[src/hw/rtl/hs_pkg.sv]
// Heap sorter package: sizes, sequencer state type and the request and status
// structs shared by the top level and the sort sequencer. No dependencies.
`timescale 1ns / 1ps

package hs_pkg;

  localparam int MAX_ITEMS = 64;
  localparam int DATA_W    = 32;
  localparam int IDX_W     = $clog2(MAX_ITEMS);
  localparam int CNT_W     = $clog2(MAX_ITEMS + 1);
  // child indexes of any node fit here without wrapping
  localparam int SIFT_W    = IDX_W + 2;

  typedef enum logic [3:0] {
    ST_IDLE,
    ST_B_FETCH,
    ST_B_LOAD,
    ST_S_RD,
    ST_S_CMP1,
    ST_S_CMP2,
    ST_X_RD,
    ST_X_LOAD,
    ST_O_RD,
    ST_O_LD
  } seq_state_e;

  typedef struct packed {
    logic              we;
    logic [IDX_W-1:0]  waddr;
    logic [DATA_W-1:0] wdata;
    logic [IDX_W-1:0]  raddr_a;
    logic [IDX_W-1:0]  raddr_b;
  } ram_req_t;

  typedef struct packed {
    logic busy;
    logic emit;
    logic last;
  } seq_stat_t;

endpackage

[src/hw/rtl/hs_if.sv]
// Valid/ready channel interfaces of the heap sorter.
// Depends on hs_pkg for the data width.
`timescale 1ns / 1ps

interface hs_in_if;
  logic                             valid;
  logic                             ready;
  logic signed [hs_pkg::DATA_W-1:0] value;
  logic                             last_in;

  modport source (output valid, output value, output last_in, input ready);
  modport sink   (input valid, input value, input last_in, output ready);
endinterface

interface hs_out_if;
  logic                             valid;
  logic                             ready;
  logic signed [hs_pkg::DATA_W-1:0] sorted_value;
  logic                             last_out;
  logic                             truncated;

  modport source (output valid, output sorted_value, output last_out, output truncated,
                  input ready);
  modport sink   (input valid, input sorted_value, input last_out, input truncated,
                  output ready);
endinterface

[src/hw/rtl/hs_ram.sv]
// Element store: one write port, two read ports with registered read data.
// Depends on hs_pkg.
`timescale 1ns / 1ps

module hs_ram (
  input  logic                      clk_i,
  input  logic                      we_i,
  input  logic [hs_pkg::IDX_W-1:0]  waddr_i,
  input  logic [hs_pkg::DATA_W-1:0] wdata_i,
  input  logic [hs_pkg::IDX_W-1:0]  raddr_a_i,
  input  logic [hs_pkg::IDX_W-1:0]  raddr_b_i,
  output logic [hs_pkg::DATA_W-1:0] rdata_a_o,
  output logic [hs_pkg::DATA_W-1:0] rdata_b_o
);

  logic [hs_pkg::DATA_W-1:0] mem [hs_pkg::MAX_ITEMS];

  always_ff @(posedge clk_i) begin
    if (we_i) begin
      mem[waddr_i] <= wdata_i;
    end
    rdata_a_o <= mem[raddr_a_i];
    rdata_b_o <= mem[raddr_b_i];
  end

endmodule

[src/hw/rtl/hs_seq.sv]
// Sort sequencer: heap build, extract passes and readout, all through one
// shared signed comparator and the store ports. Depends on hs_pkg.
`timescale 1ns / 1ps

module hs_seq (
  input  logic                      clk_i,
  input  logic                      rst_ni,
  input  logic                      start_i,
  input  logic [hs_pkg::CNT_W-1:0]  n_i,
  input  logic                      out_free_i,
  input  logic [hs_pkg::DATA_W-1:0] rd_a_i,
  input  logic [hs_pkg::DATA_W-1:0] rd_b_i,
  output hs_pkg::ram_req_t          ram_req_o,
  output hs_pkg::seq_stat_t         stat_o
);

  hs_pkg::seq_state_e state_q, state_d;

  logic [hs_pkg::CNT_W-1:0]  n_q, n_d;
  logic [hs_pkg::CNT_W-1:0]  size_q, size_d;
  logic [hs_pkg::CNT_W-1:0]  iter_q, iter_d;
  logic [hs_pkg::IDX_W-1:0]  node_q, node_d;
  logic [hs_pkg::DATA_W-1:0] val_q, val_d;
  logic [hs_pkg::DATA_W-1:0] cand_val_q, cand_val_d;
  logic [hs_pkg::IDX_W-1:0]  cand_idx_q, cand_idx_d;
  logic                      build_q, build_d;
  logic [hs_pkg::IDX_W-1:0]  k_q, k_d;

  logic [hs_pkg::CNT_W-1:0]  iter_m1;
  logic [hs_pkg::CNT_W-1:0]  half_n;
  logic [hs_pkg::SIFT_W-1:0] left_idx, right_idx, size_ext;
  logic                      right_ok;
  logic signed [hs_pkg::DATA_W-1:0] cmp_a, cmp_b;
  logic                      gt;
  logic                      sift_end;

  assign iter_m1   = iter_q - hs_pkg::CNT_W'(1);
  assign half_n    = n_i >> 1;
  assign left_idx  = hs_pkg::SIFT_W'({node_q, 1'b1});
  assign right_idx = left_idx + hs_pkg::SIFT_W'(1);
  assign size_ext  = hs_pkg::SIFT_W'(size_q);
  assign right_ok  = right_idx < size_ext;
  // the one comparator of the block
  assign gt        = cmp_a > cmp_b;

  always_comb begin
    state_d    = state_q;
    n_d        = n_q;
    size_d     = size_q;
    iter_d     = iter_q;
    node_d     = node_q;
    val_d      = val_q;
    cand_val_d = cand_val_q;
    cand_idx_d = cand_idx_q;
    build_d    = build_q;
    k_d        = k_q;
    ram_req_o  = '0;
    stat_o     = '0;
    sift_end   = 1'b0;
    cmp_a      = rd_b_i;
    cmp_b      = rd_a_i;
    stat_o.busy = (state_q != hs_pkg::ST_IDLE);

    unique case (state_q)
      hs_pkg::ST_IDLE: begin
        if (start_i) begin
          n_d    = n_i;
          size_d = n_i;
          k_d    = '0;
          if (half_n != '0) begin
            iter_d  = half_n;
            build_d = 1'b1;
            state_d = hs_pkg::ST_B_FETCH;
          end else begin
            build_d = 1'b0;
            state_d = hs_pkg::ST_O_RD;
          end
        end
      end
      hs_pkg::ST_B_FETCH: begin
        ram_req_o.raddr_a = iter_m1[hs_pkg::IDX_W-1:0];
        node_d            = iter_m1[hs_pkg::IDX_W-1:0];
        state_d           = hs_pkg::ST_B_LOAD;
      end
      hs_pkg::ST_B_LOAD: begin
        val_d   = rd_a_i;
        state_d = hs_pkg::ST_S_RD;
      end
      hs_pkg::ST_S_RD: begin
        if (left_idx >= size_ext) begin
          ram_req_o.we    = 1'b1;
          ram_req_o.waddr = node_q;
          ram_req_o.wdata = val_q;
          sift_end        = 1'b1;
        end else begin
          ram_req_o.raddr_a = left_idx[hs_pkg::IDX_W-1:0];
          ram_req_o.raddr_b = right_idx[hs_pkg::IDX_W-1:0];
          state_d           = hs_pkg::ST_S_CMP1;
        end
      end
      hs_pkg::ST_S_CMP1: begin
        // larger child, left wins ties
        cmp_a = rd_b_i;
        cmp_b = rd_a_i;
        if (right_ok && gt) begin
          cand_val_d = rd_b_i;
          cand_idx_d = right_idx[hs_pkg::IDX_W-1:0];
        end else begin
          cand_val_d = rd_a_i;
          cand_idx_d = left_idx[hs_pkg::IDX_W-1:0];
        end
        state_d = hs_pkg::ST_S_CMP2;
      end
      hs_pkg::ST_S_CMP2: begin
        cmp_a           = cand_val_q;
        cmp_b           = val_q;
        ram_req_o.we    = 1'b1;
        ram_req_o.waddr = node_q;
        if (gt) begin
          // child moves up, held value goes one level down
          ram_req_o.wdata = cand_val_q;
          node_d          = cand_idx_q;
          state_d         = hs_pkg::ST_S_RD;
        end else begin
          ram_req_o.wdata = val_q;
          sift_end        = 1'b1;
        end
      end
      hs_pkg::ST_X_RD: begin
        ram_req_o.raddr_a = '0;
        ram_req_o.raddr_b = iter_m1[hs_pkg::IDX_W-1:0];
        state_d           = hs_pkg::ST_X_LOAD;
      end
      hs_pkg::ST_X_LOAD: begin
        // root goes to the end, old end value is sifted down from the root
        val_d           = rd_b_i;
        ram_req_o.we    = 1'b1;
        ram_req_o.waddr = iter_m1[hs_pkg::IDX_W-1:0];
        ram_req_o.wdata = rd_a_i;
        size_d          = iter_m1;
        node_d          = '0;
        state_d         = hs_pkg::ST_S_RD;
      end
      hs_pkg::ST_O_RD: begin
        if (out_free_i) begin
          ram_req_o.raddr_a = k_q;
          state_d           = hs_pkg::ST_O_LD;
        end
      end
      hs_pkg::ST_O_LD: begin
        stat_o.emit = 1'b1;
        stat_o.last = (hs_pkg::CNT_W'(k_q) + hs_pkg::CNT_W'(1)) == n_q;
        if (stat_o.last) begin
          state_d = hs_pkg::ST_IDLE;
        end else begin
          k_d     = k_q + hs_pkg::IDX_W'(1);
          state_d = hs_pkg::ST_O_RD;
        end
      end
      default: begin
        state_d = hs_pkg::ST_IDLE;
      end
    endcase

    if (sift_end) begin
      priority if (build_q && iter_q > hs_pkg::CNT_W'(1)) begin
        iter_d  = iter_m1;
        state_d = hs_pkg::ST_B_FETCH;
      end else if (build_q) begin
        iter_d  = n_q;
        build_d = 1'b0;
        state_d = (n_q > hs_pkg::CNT_W'(1)) ? hs_pkg::ST_X_RD : hs_pkg::ST_O_RD;
      end else if (iter_q > hs_pkg::CNT_W'(2)) begin
        iter_d  = iter_m1;
        state_d = hs_pkg::ST_X_RD;
      end else begin
        state_d = hs_pkg::ST_O_RD;
      end
    end
  end

  always_ff @(posedge clk_i or negedge rst_ni) begin
    if (!rst_ni) begin
      state_q <= hs_pkg::ST_IDLE;
      build_q <= 1'b0;
      n_q     <= '0;
      size_q  <= '0;
      iter_q  <= '0;
      k_q     <= '0;
    end else begin
      state_q <= state_d;
      build_q <= build_d;
      n_q     <= n_d;
      size_q  <= size_d;
      iter_q  <= iter_d;
      k_q     <= k_d;
    end
  end

  always_ff @(posedge clk_i) begin
    node_q     <= node_d;
    val_q      <= val_d;
    cand_val_q <= cand_val_d;
    cand_idx_q <= cand_idx_d;
  end

  // sort writes stay inside the live heap
  a_wr_in_heap: assert property (@(posedge clk_i) disable iff (!rst_ni)
    ram_req_o.we |-> (hs_pkg::CNT_W'(ram_req_o.waddr) < size_q))
    else $error("sort write beyond heap end");

  // a sift step always starts on a node of the heap
  a_node_in_heap: assert property (@(posedge clk_i) disable iff (!rst_ni)
    (state_q == hs_pkg::ST_S_RD) |-> (hs_pkg::CNT_W'(node_q) < size_q))
    else $error("sift node outside heap");

  // readout never starts on an empty set
  a_count_nonzero: assert property (@(posedge clk_i) disable iff (!rst_ni)
    stat_o.emit |-> (n_q != '0))
    else $error("emit with empty set");

endmodule

[src/hw/rtl/heap_sorter.sv]
// Heap sorter top level: load path, element count, output register; wraps
// hs_ram and hs_seq. Depends on hs_pkg and hs_if.
`timescale 1ns / 1ps
//
//  channel | dir | modport | payload
//  --------+-----+---------+-------------------------------------
//  in_i    | in  | sink    | value[31:0] signed, last_in
//  out_o   | out | source  | sorted_value[31:0] signed, last_out, truncated
//
//  Loading stores one request per cycle while idle; overflow past 64 is dropped.
//  After last_in the block is busy: each sift-down walks the heap one level at a
//  time through read, child-compare and parent-compare states, plus a read and a
//  load state per node fetch/swap; the pace is set by the single comparator and the two-read/one-write store.
//  Readout loads each result into the output register, waiting while out_o is stalled.
//  Reset clears count, overflow flag, sequencer and output valid; store is not cleared.

module heap_sorter (
  input  logic  clk_i,
  input  logic  rst_ni,
  hs_in_if.sink     in_i,
  hs_out_if.source  out_o
);

  logic [hs_pkg::CNT_W-1:0]  count_q;
  logic                      ovf_q;
  logic                      out_valid_q;
  logic [hs_pkg::DATA_W-1:0] out_val_q;
  logic                      out_last_q;
  logic                      out_trunc_q;

  hs_pkg::ram_req_t  seq_req;
  hs_pkg::seq_stat_t stat;

  logic                      in_acc;
  logic                      room;
  logic                      start;
  logic [hs_pkg::CNT_W-1:0]  n_start;
  logic                      out_free;
  logic                      ram_we;
  logic [hs_pkg::IDX_W-1:0]  ram_waddr;
  logic [hs_pkg::DATA_W-1:0] ram_wdata;
  logic [hs_pkg::DATA_W-1:0] rd_a, rd_b;

  assign in_i.ready = !stat.busy;
  assign in_acc     = in_i.valid && in_i.ready;
  assign room       = count_q < hs_pkg::CNT_W'(hs_pkg::MAX_ITEMS);
  assign start      = in_acc && in_i.last_in;
  assign n_start    = room ? count_q + hs_pkg::CNT_W'(1) : hs_pkg::CNT_W'(hs_pkg::MAX_ITEMS);
  assign out_free   = !out_valid_q || out_o.ready;

  // store is loaded only while the sequencer is idle
  always_comb begin
    if (in_acc && room) begin
      ram_we    = 1'b1;
      ram_waddr = count_q[hs_pkg::IDX_W-1:0];
      ram_wdata = in_i.value;
    end else begin
      ram_we    = seq_req.we;
      ram_waddr = seq_req.waddr;
      ram_wdata = seq_req.wdata;
    end
  end

  hs_ram u_ram (
    .clk_i     (clk_i),
    .we_i      (ram_we),
    .waddr_i   (ram_waddr),
    .wdata_i   (ram_wdata),
    .raddr_a_i (seq_req.raddr_a),
    .raddr_b_i (seq_req.raddr_b),
    .rdata_a_o (rd_a),
    .rdata_b_o (rd_b)
  );

  hs_seq u_seq (
    .clk_i      (clk_i),
    .rst_ni     (rst_ni),
    .start_i    (start),
    .n_i        (n_start),
    .out_free_i (out_free),
    .rd_a_i     (rd_a),
    .rd_b_i     (rd_b),
    .ram_req_o  (seq_req),
    .stat_o     (stat)
  );

  always_ff @(posedge clk_i or negedge rst_ni) begin
    if (!rst_ni) begin
      count_q     <= '0;
      ovf_q       <= 1'b0;
      out_valid_q <= 1'b0;
    end else begin
      if (stat.emit && stat.last) begin
        count_q <= '0;
        ovf_q   <= 1'b0;
      end else if (in_acc) begin
        if (room) begin
          count_q <= count_q + hs_pkg::CNT_W'(1);
        end else begin
          ovf_q <= 1'b1;
        end
      end
      if (stat.emit) begin
        out_valid_q <= 1'b1;
      end else if (out_o.ready) begin
        out_valid_q <= 1'b0;
      end
    end
  end

  always_ff @(posedge clk_i) begin
    if (stat.emit) begin
      out_val_q   <= rd_a;
      out_last_q  <= stat.last;
      out_trunc_q <= ovf_q;
    end
  end

  assign out_o.valid        = out_valid_q;
  assign out_o.sorted_value = out_val_q;
  assign out_o.last_out     = out_last_q;
  assign out_o.truncated    = out_trunc_q;

  // a pending result is never overwritten
  a_no_clobber: assert property (@(posedge clk_i) disable iff (!rst_ni)
    stat.emit |-> out_free)
    else $error("output register overwritten");

  // the batch state is cleared once the final result is loaded
  a_batch_clear: assert property (@(posedge clk_i) disable iff (!rst_ni)
    (stat.emit && stat.last) |=> (count_q == '0 && !ovf_q))
    else $error("batch state not cleared");

  a_count_bound: assert property (@(posedge clk_i) disable iff (!rst_ni)
    count_q <= hs_pkg::CNT_W'(hs_pkg::MAX_ITEMS))
    else $error("element count past capacity");

endmodule
[src/flat_wrapper.sv]
// flat-port wrapper written by rule: the top's interface ports become plain ports
module heap_sorter_flat 
  (clk_i, rst_ni, in_i_valid, in_i_value, in_i_last_in, in_i_ready, out_o_valid, out_o_sorted_value, out_o_last_out, out_o_truncated, out_o_ready);
  hs_in_if in_i_i ();
  hs_out_if out_o_i ();
  input  logic clk_i;
  input  logic rst_ni;
  input wire logic [$bits(in_i_i.valid)-1:0] in_i_valid;
  input wire logic [$bits(in_i_i.value)-1:0] in_i_value;
  input wire logic [$bits(in_i_i.last_in)-1:0] in_i_last_in;
  output wire logic [$bits(in_i_i.ready)-1:0] in_i_ready;
  output wire logic [$bits(out_o_i.valid)-1:0] out_o_valid;
  output wire logic [$bits(out_o_i.sorted_value)-1:0] out_o_sorted_value;
  output wire logic [$bits(out_o_i.last_out)-1:0] out_o_last_out;
  output wire logic [$bits(out_o_i.truncated)-1:0] out_o_truncated;
  input wire logic [$bits(out_o_i.ready)-1:0] out_o_ready;
  assign in_i_i.valid = in_i_valid;
  assign in_i_i.value = in_i_value;
  assign in_i_i.last_in = in_i_last_in;
  assign in_i_ready = in_i_i.ready;
  assign out_o_valid = out_o_i.valid;
  assign out_o_sorted_value = out_o_i.sorted_value;
  assign out_o_last_out = out_o_i.last_out;
  assign out_o_truncated = out_o_i.truncated;
  assign out_o_i.ready = out_o_ready;
  heap_sorter u_core (.clk_i(clk_i), .rst_ni(rst_ni), .in_i(in_i_i), .out_o(out_o_i));
endmodule
[config.mk]
export PLATFORM = sky130hd
export DESIGN_NAME = heap_sorter_flat
export DESIGN_NICKNAME = d
export VERILOG_FILES = /design/src/hw/rtl/hs_pkg.sv /design/src/hw/rtl/hs_if.sv /design/src/hw/rtl/hs_ram.sv /design/src/hw/rtl/hs_seq.sv /design/src/hw/rtl/heap_sorter.sv /design/src/flat_wrapper.sv
export SDC_FILE = /design/constraint.sdc
export NUM_CORES = 2
export LEC_CHECK = 0
export BUFFER_PORTS_ARGS = -buffer_cell sky130_fd_sc_hd__buf_2
export CAP_MARGIN = 5
export CORE_AREA = 5 5 485 487
export DETAILED_ROUTE_END_ITERATION = 10
export DIE_AREA = 0 0 490 492
export GPL_TIMING_DRIVEN = 1
export PLACE_DENSITY = 0.68
export SKIP_CTS_REPAIR_TIMING = 1
export SYNTH_ARGS = -nofsm -noshare
export SYNTH_HDL_FRONTEND = slang
export SYNTH_HIERARCHICAL = 1
export SYNTH_SLANG_ARGS = --single-unit
export TNS_END_PERCENT = 50
[constraint.sdc]
create_clock -name clk_i -period 11.63 [get_ports clk_i]
set_input_delay 2.326 -clock clk_i [delete_from_list [all_inputs] [get_ports clk_i]]
set_output_delay 2.326 -clock clk_i [all_outputs]
set_load 0.05 [all_outputs]
==> impl_results.md <==
- Run status: finished clean
- Final WL: between 300 and 400 mm
- Die area: about 240000 sq um
- Post-synth ARST share: between 1.5 and 2%
- Number of cell rows: ~180
- First-pass GRT wire length: 450 mm
- Tot GR Track Use: between 20% and 30%
- Synth Instances: 5488
- Share of layout cells above drive strength 1: roughly 32%
- Crit path max-delay family: simple AND/OR/NAND/NOR gates
- DR vias: 60400
- Area of the mapped netlist: 105000 sq um
- Reg-to-reg critical path endpoint: u_core/u_ram/mem[23][15]
- Crit path required time: ~12 ns
- Critical Path Max Stage Delay: 0.66 ns
- CTS buffer count: roughly 220
- Final Power: 36.9 mW
- Arrival time at the worst endpoint: roughly 6.8 ns
- Lkg Pwr: 36.0 nW
- Gpl congestion: 0.875
- Crit. path cell count: 16
- Syn_nets: 5576
- Residual DRC: 0
- Clock latency on the worst-skew pair: 0.88 ns
- Worst hold slack: around 0.47 ns
- Synth area leader: edfxtp_1
- I/O Pins: 73
- Largest net degree at the start of global routing: 126
- RSZ-0062 raised after global routing: false
- Kind of critical path: reg -> reg
- Crit-path most repeated cell: nand2_1
- Port bufs: 72
- Startpoint Class: flop
- Pre-antenna DRT Iters: 8
- # Max-Cap Violations: 0
- Max clock buf depth: 3
- Initial Utilization: 45.7%
- FMAX: 154 MHz
- Clock root cell: clkbuf_16
- Layout overhead on the synthesized area: 10.8%
- Vias in the first global route: 60400
- Initial antenna violation count: 17
- FF+latch count, synth: around 2300
- Iter 0 DRT Violations: approximately 8300
- Netlist cell types: 79
- Warnings from Yosys: 6
- H-Tree Depth: 4
- GRT overflow: 0
- Synth cell count leaders: edfxtp_1, mux4_2, nand2_1
- Min-Delay Path Class: reg -> reg
- Die Wd: 490 microns
- Setup WS post-layout: 5.12 ns
- Post-synthesis sequential area ratio: a little under two thirds
- Clk_skew: 0.0427 ns
- Post-route antenna net violation count: 0
- Critical Path Sink Type: flop
- Post-synth EDFFs: 2158
- Fin. Hold Viols: 0
- HPWL after DPL: 179 mm
- # nets final: about 5600
- Power per cell area: 315 nW/um^2
- Peak VDD IR: 308 uV
- Worst slew pin tran: 1.31 ns
- Post-DR wirelength/cell: 35.9 microns
- Prevailing post-synth register cell: edfxtp_1
- Syn avg cell area: around 19 sq um
- Top cells by area, synth: edfxtp_1, mux4_2, mux2i_1
- Fillers: 18100
- CP Launch Point: u_core/u_seq/state_q[2]
- Die Height: approximately 490 microns
- Worst setup path end: u_core/u_ram/mem[23][15]
- Core area: 231000 sq um
- Top-count cell post-synth: edfxtp_1
- FF-to-FF Start: u_core/u_seq/state_q[2]
- Count of pins over their slew limit: 0
- Setup Viol. Count Final: 0
- Register-to-Register Path Depth: 16
- Setup_tns: 0 ns
- Normalized max-slew margin: 12.7%
- Sequential cell area: 67100 sq um
- Crit-path max FO: 64
- Reg2reg setup slack: 5.12 ns
- TritonCTS clock tree: done
- CP cell instances: nor2b_1 -> nand2_1 -> nor2_2 -> buf_4 -> nand2_1 -> nand2_1 -> ha_1 -> nand4_1 -> nor3_1 -> a21boi_1 -> o311ai_1 -> nand4_2 -> nand2_2 -> a221o_1 -> nand2_1 -> nand2_2
- Sink Count: 2263
- Period Utilization, post-route: about 56%
- Worst Path Buf+Inv: 1
- Top-area cell type share of the netlist area: between 60 and 70%
- Worst path slowest cell: nand2_2
- Worst-path clk slew: 0.06 ns
- Post-layout min period: 6.51 ns
- Multi-input combinational cell area: between 30000 and 40000 sq um
- Post-place setup slack: 4.91 ns
- Vias per std cell: approximately 6.9
==> where the power goes <==
group | switching [mW] | internal [mW] | total, mW
registers | 0.582 | 11.6 | 12.2
logic | 11.0 | 6.58 | 17.6
clock network | 3.10 | 3.97 | 7.07
total | 14.7 | 22.2 | 36.9
==> metrics by stage <==
stage,area (sq um),instances,utilization (%)
after floorplan,105000,5488,-
after global placement,110000,8352,47.5
after detailed placement,110000,8352,47.5
after CTS,117000,8759,50.6
after global routing,117000,8760,50.6
final,117000,8767,50.6
==> layer usage <==
metal	wire length [microns]	GRT usage (%)
met3	41500	7.24
met2	145000	40.0
met4	12200	8.75
met5	58	0
met1	116000	35.8
==> flip-flops by register name, summed over array words and instances, names as in the netlist <==
register and count:
u_core/u_ram/mem 2048, u_core/out_o.sorted_value 32, u_core/u_ram/rdata_a_o 32, u_core/u_ram/rdata_b_o 32, u_core/u_seq/cand_val_q 32, u_core/u_seq/val_q 32, u_core/count_q 7, u_core/u_seq/iter_q 7
u_core/u_seq/n_q 7, u_core/u_seq/size_q 7, u_core/u_seq/cand_idx_q 6, u_core/u_seq/k_q 6, u_core/u_seq/node_q 6, u_core/u_seq/state_q 4, u_core/out_o.last_out 1, u_core/out_o.truncated 1
u_core/out_o.valid 1, u_core/ovf_q 1, u_core/u_seq/build_q 1
==> cell type report <==
cell class | instances | share of cell area (%)
flip-flops and latches | 2263 | 57.4
multi-input cells | 2789 | 31.7
clock buffers | 286 | 5.08
well taps | 3043 | 3.26
repair buffers | 227 | 1.49
clock inverters | 121 | 0.988
inverters | 30 | 0.0963
diodes | 8 | 0.0171
==> logic make-up after synthesis <==
group | share of synthesized area, %
AO/OA/AOI/OAI | 3.47
flip-flops | 63.6
multiplexers | 27.0
adder cells (fa/ha/maj) | 0.605
AND/OR/NAND/NOR | 3.07
XOR/XNOR | 0.216
buffers and inverters | 2.01
==> worst min path at each step <==
stage                            start                     end  cells after the start
after floorplan           u_core/ovf_q  u_core/out_o.truncated                      0
after global placement    u_core/ovf_q  u_core/out_o.truncated                      0
after detailed placement  u_core/ovf_q  u_core/out_o.truncated                      0
after CTS                 u_core/ovf_q  u_core/out_o.truncated                      0
after global routing      u_core/ovf_q  u_core/out_o.truncated                      0
final                     u_core/ovf_q  u_core/out_o.truncated                      0
==> cell usage in the layout (no fill, tap or decap), types with 32 or more instances in the layout <==
cell | synthesis | final
a21oi_1 | 108 | 108
a221o_1 | 37 | 33
a22oi_1 | 92 | 92
buf_2 | 131 | 72
buf_4 | 55 | 138
clkbuf_1 | 177 | 50
clkbuf_16 | 0 | 222
clkinv_1 | 0 | 41
clkinv_2 | 0 | 36
dfrtp_1 | 41 | 41
dfxtp_1 | 64 | 64
edfxtp_1 | 2158 | 2158
ha_1 | 51 | 51
mux2_2 | 41 | 41
mux2i_1 | 237 | 237
mux4_2 | 1124 | 1124
nand2_1 | 439 | 408
nand2_2 | 1 | 32
nor2_1 | 156 | 89
nor2_4 | 0 | 65
o211ai_1 | 34 | 34
o21ai_0 | 38 | 38
o21ai_1 | 35 | 35
o22ai_1 | 64 | 63
==> worst reg2reg max path: stages, from the launching register on <==
cell	delay [ns]
dfrtp_1	0.57
nor2b_1	0.40
nand2_1	0.43
nor2_2	0.20
buf_4	0.43
nand2_1	0.21
nand2_1	0.10
ha_1	0.15
nand4_1	0.17
nor3_1	0.52
a21boi_1	0.34
o311ai_1	0.17
nand4_2	0.25
nand2_2	0.56
a221o_1	0.59
nand2_1	0.07
nand2_2	0.66
Power figures use the tool's default switching activity.
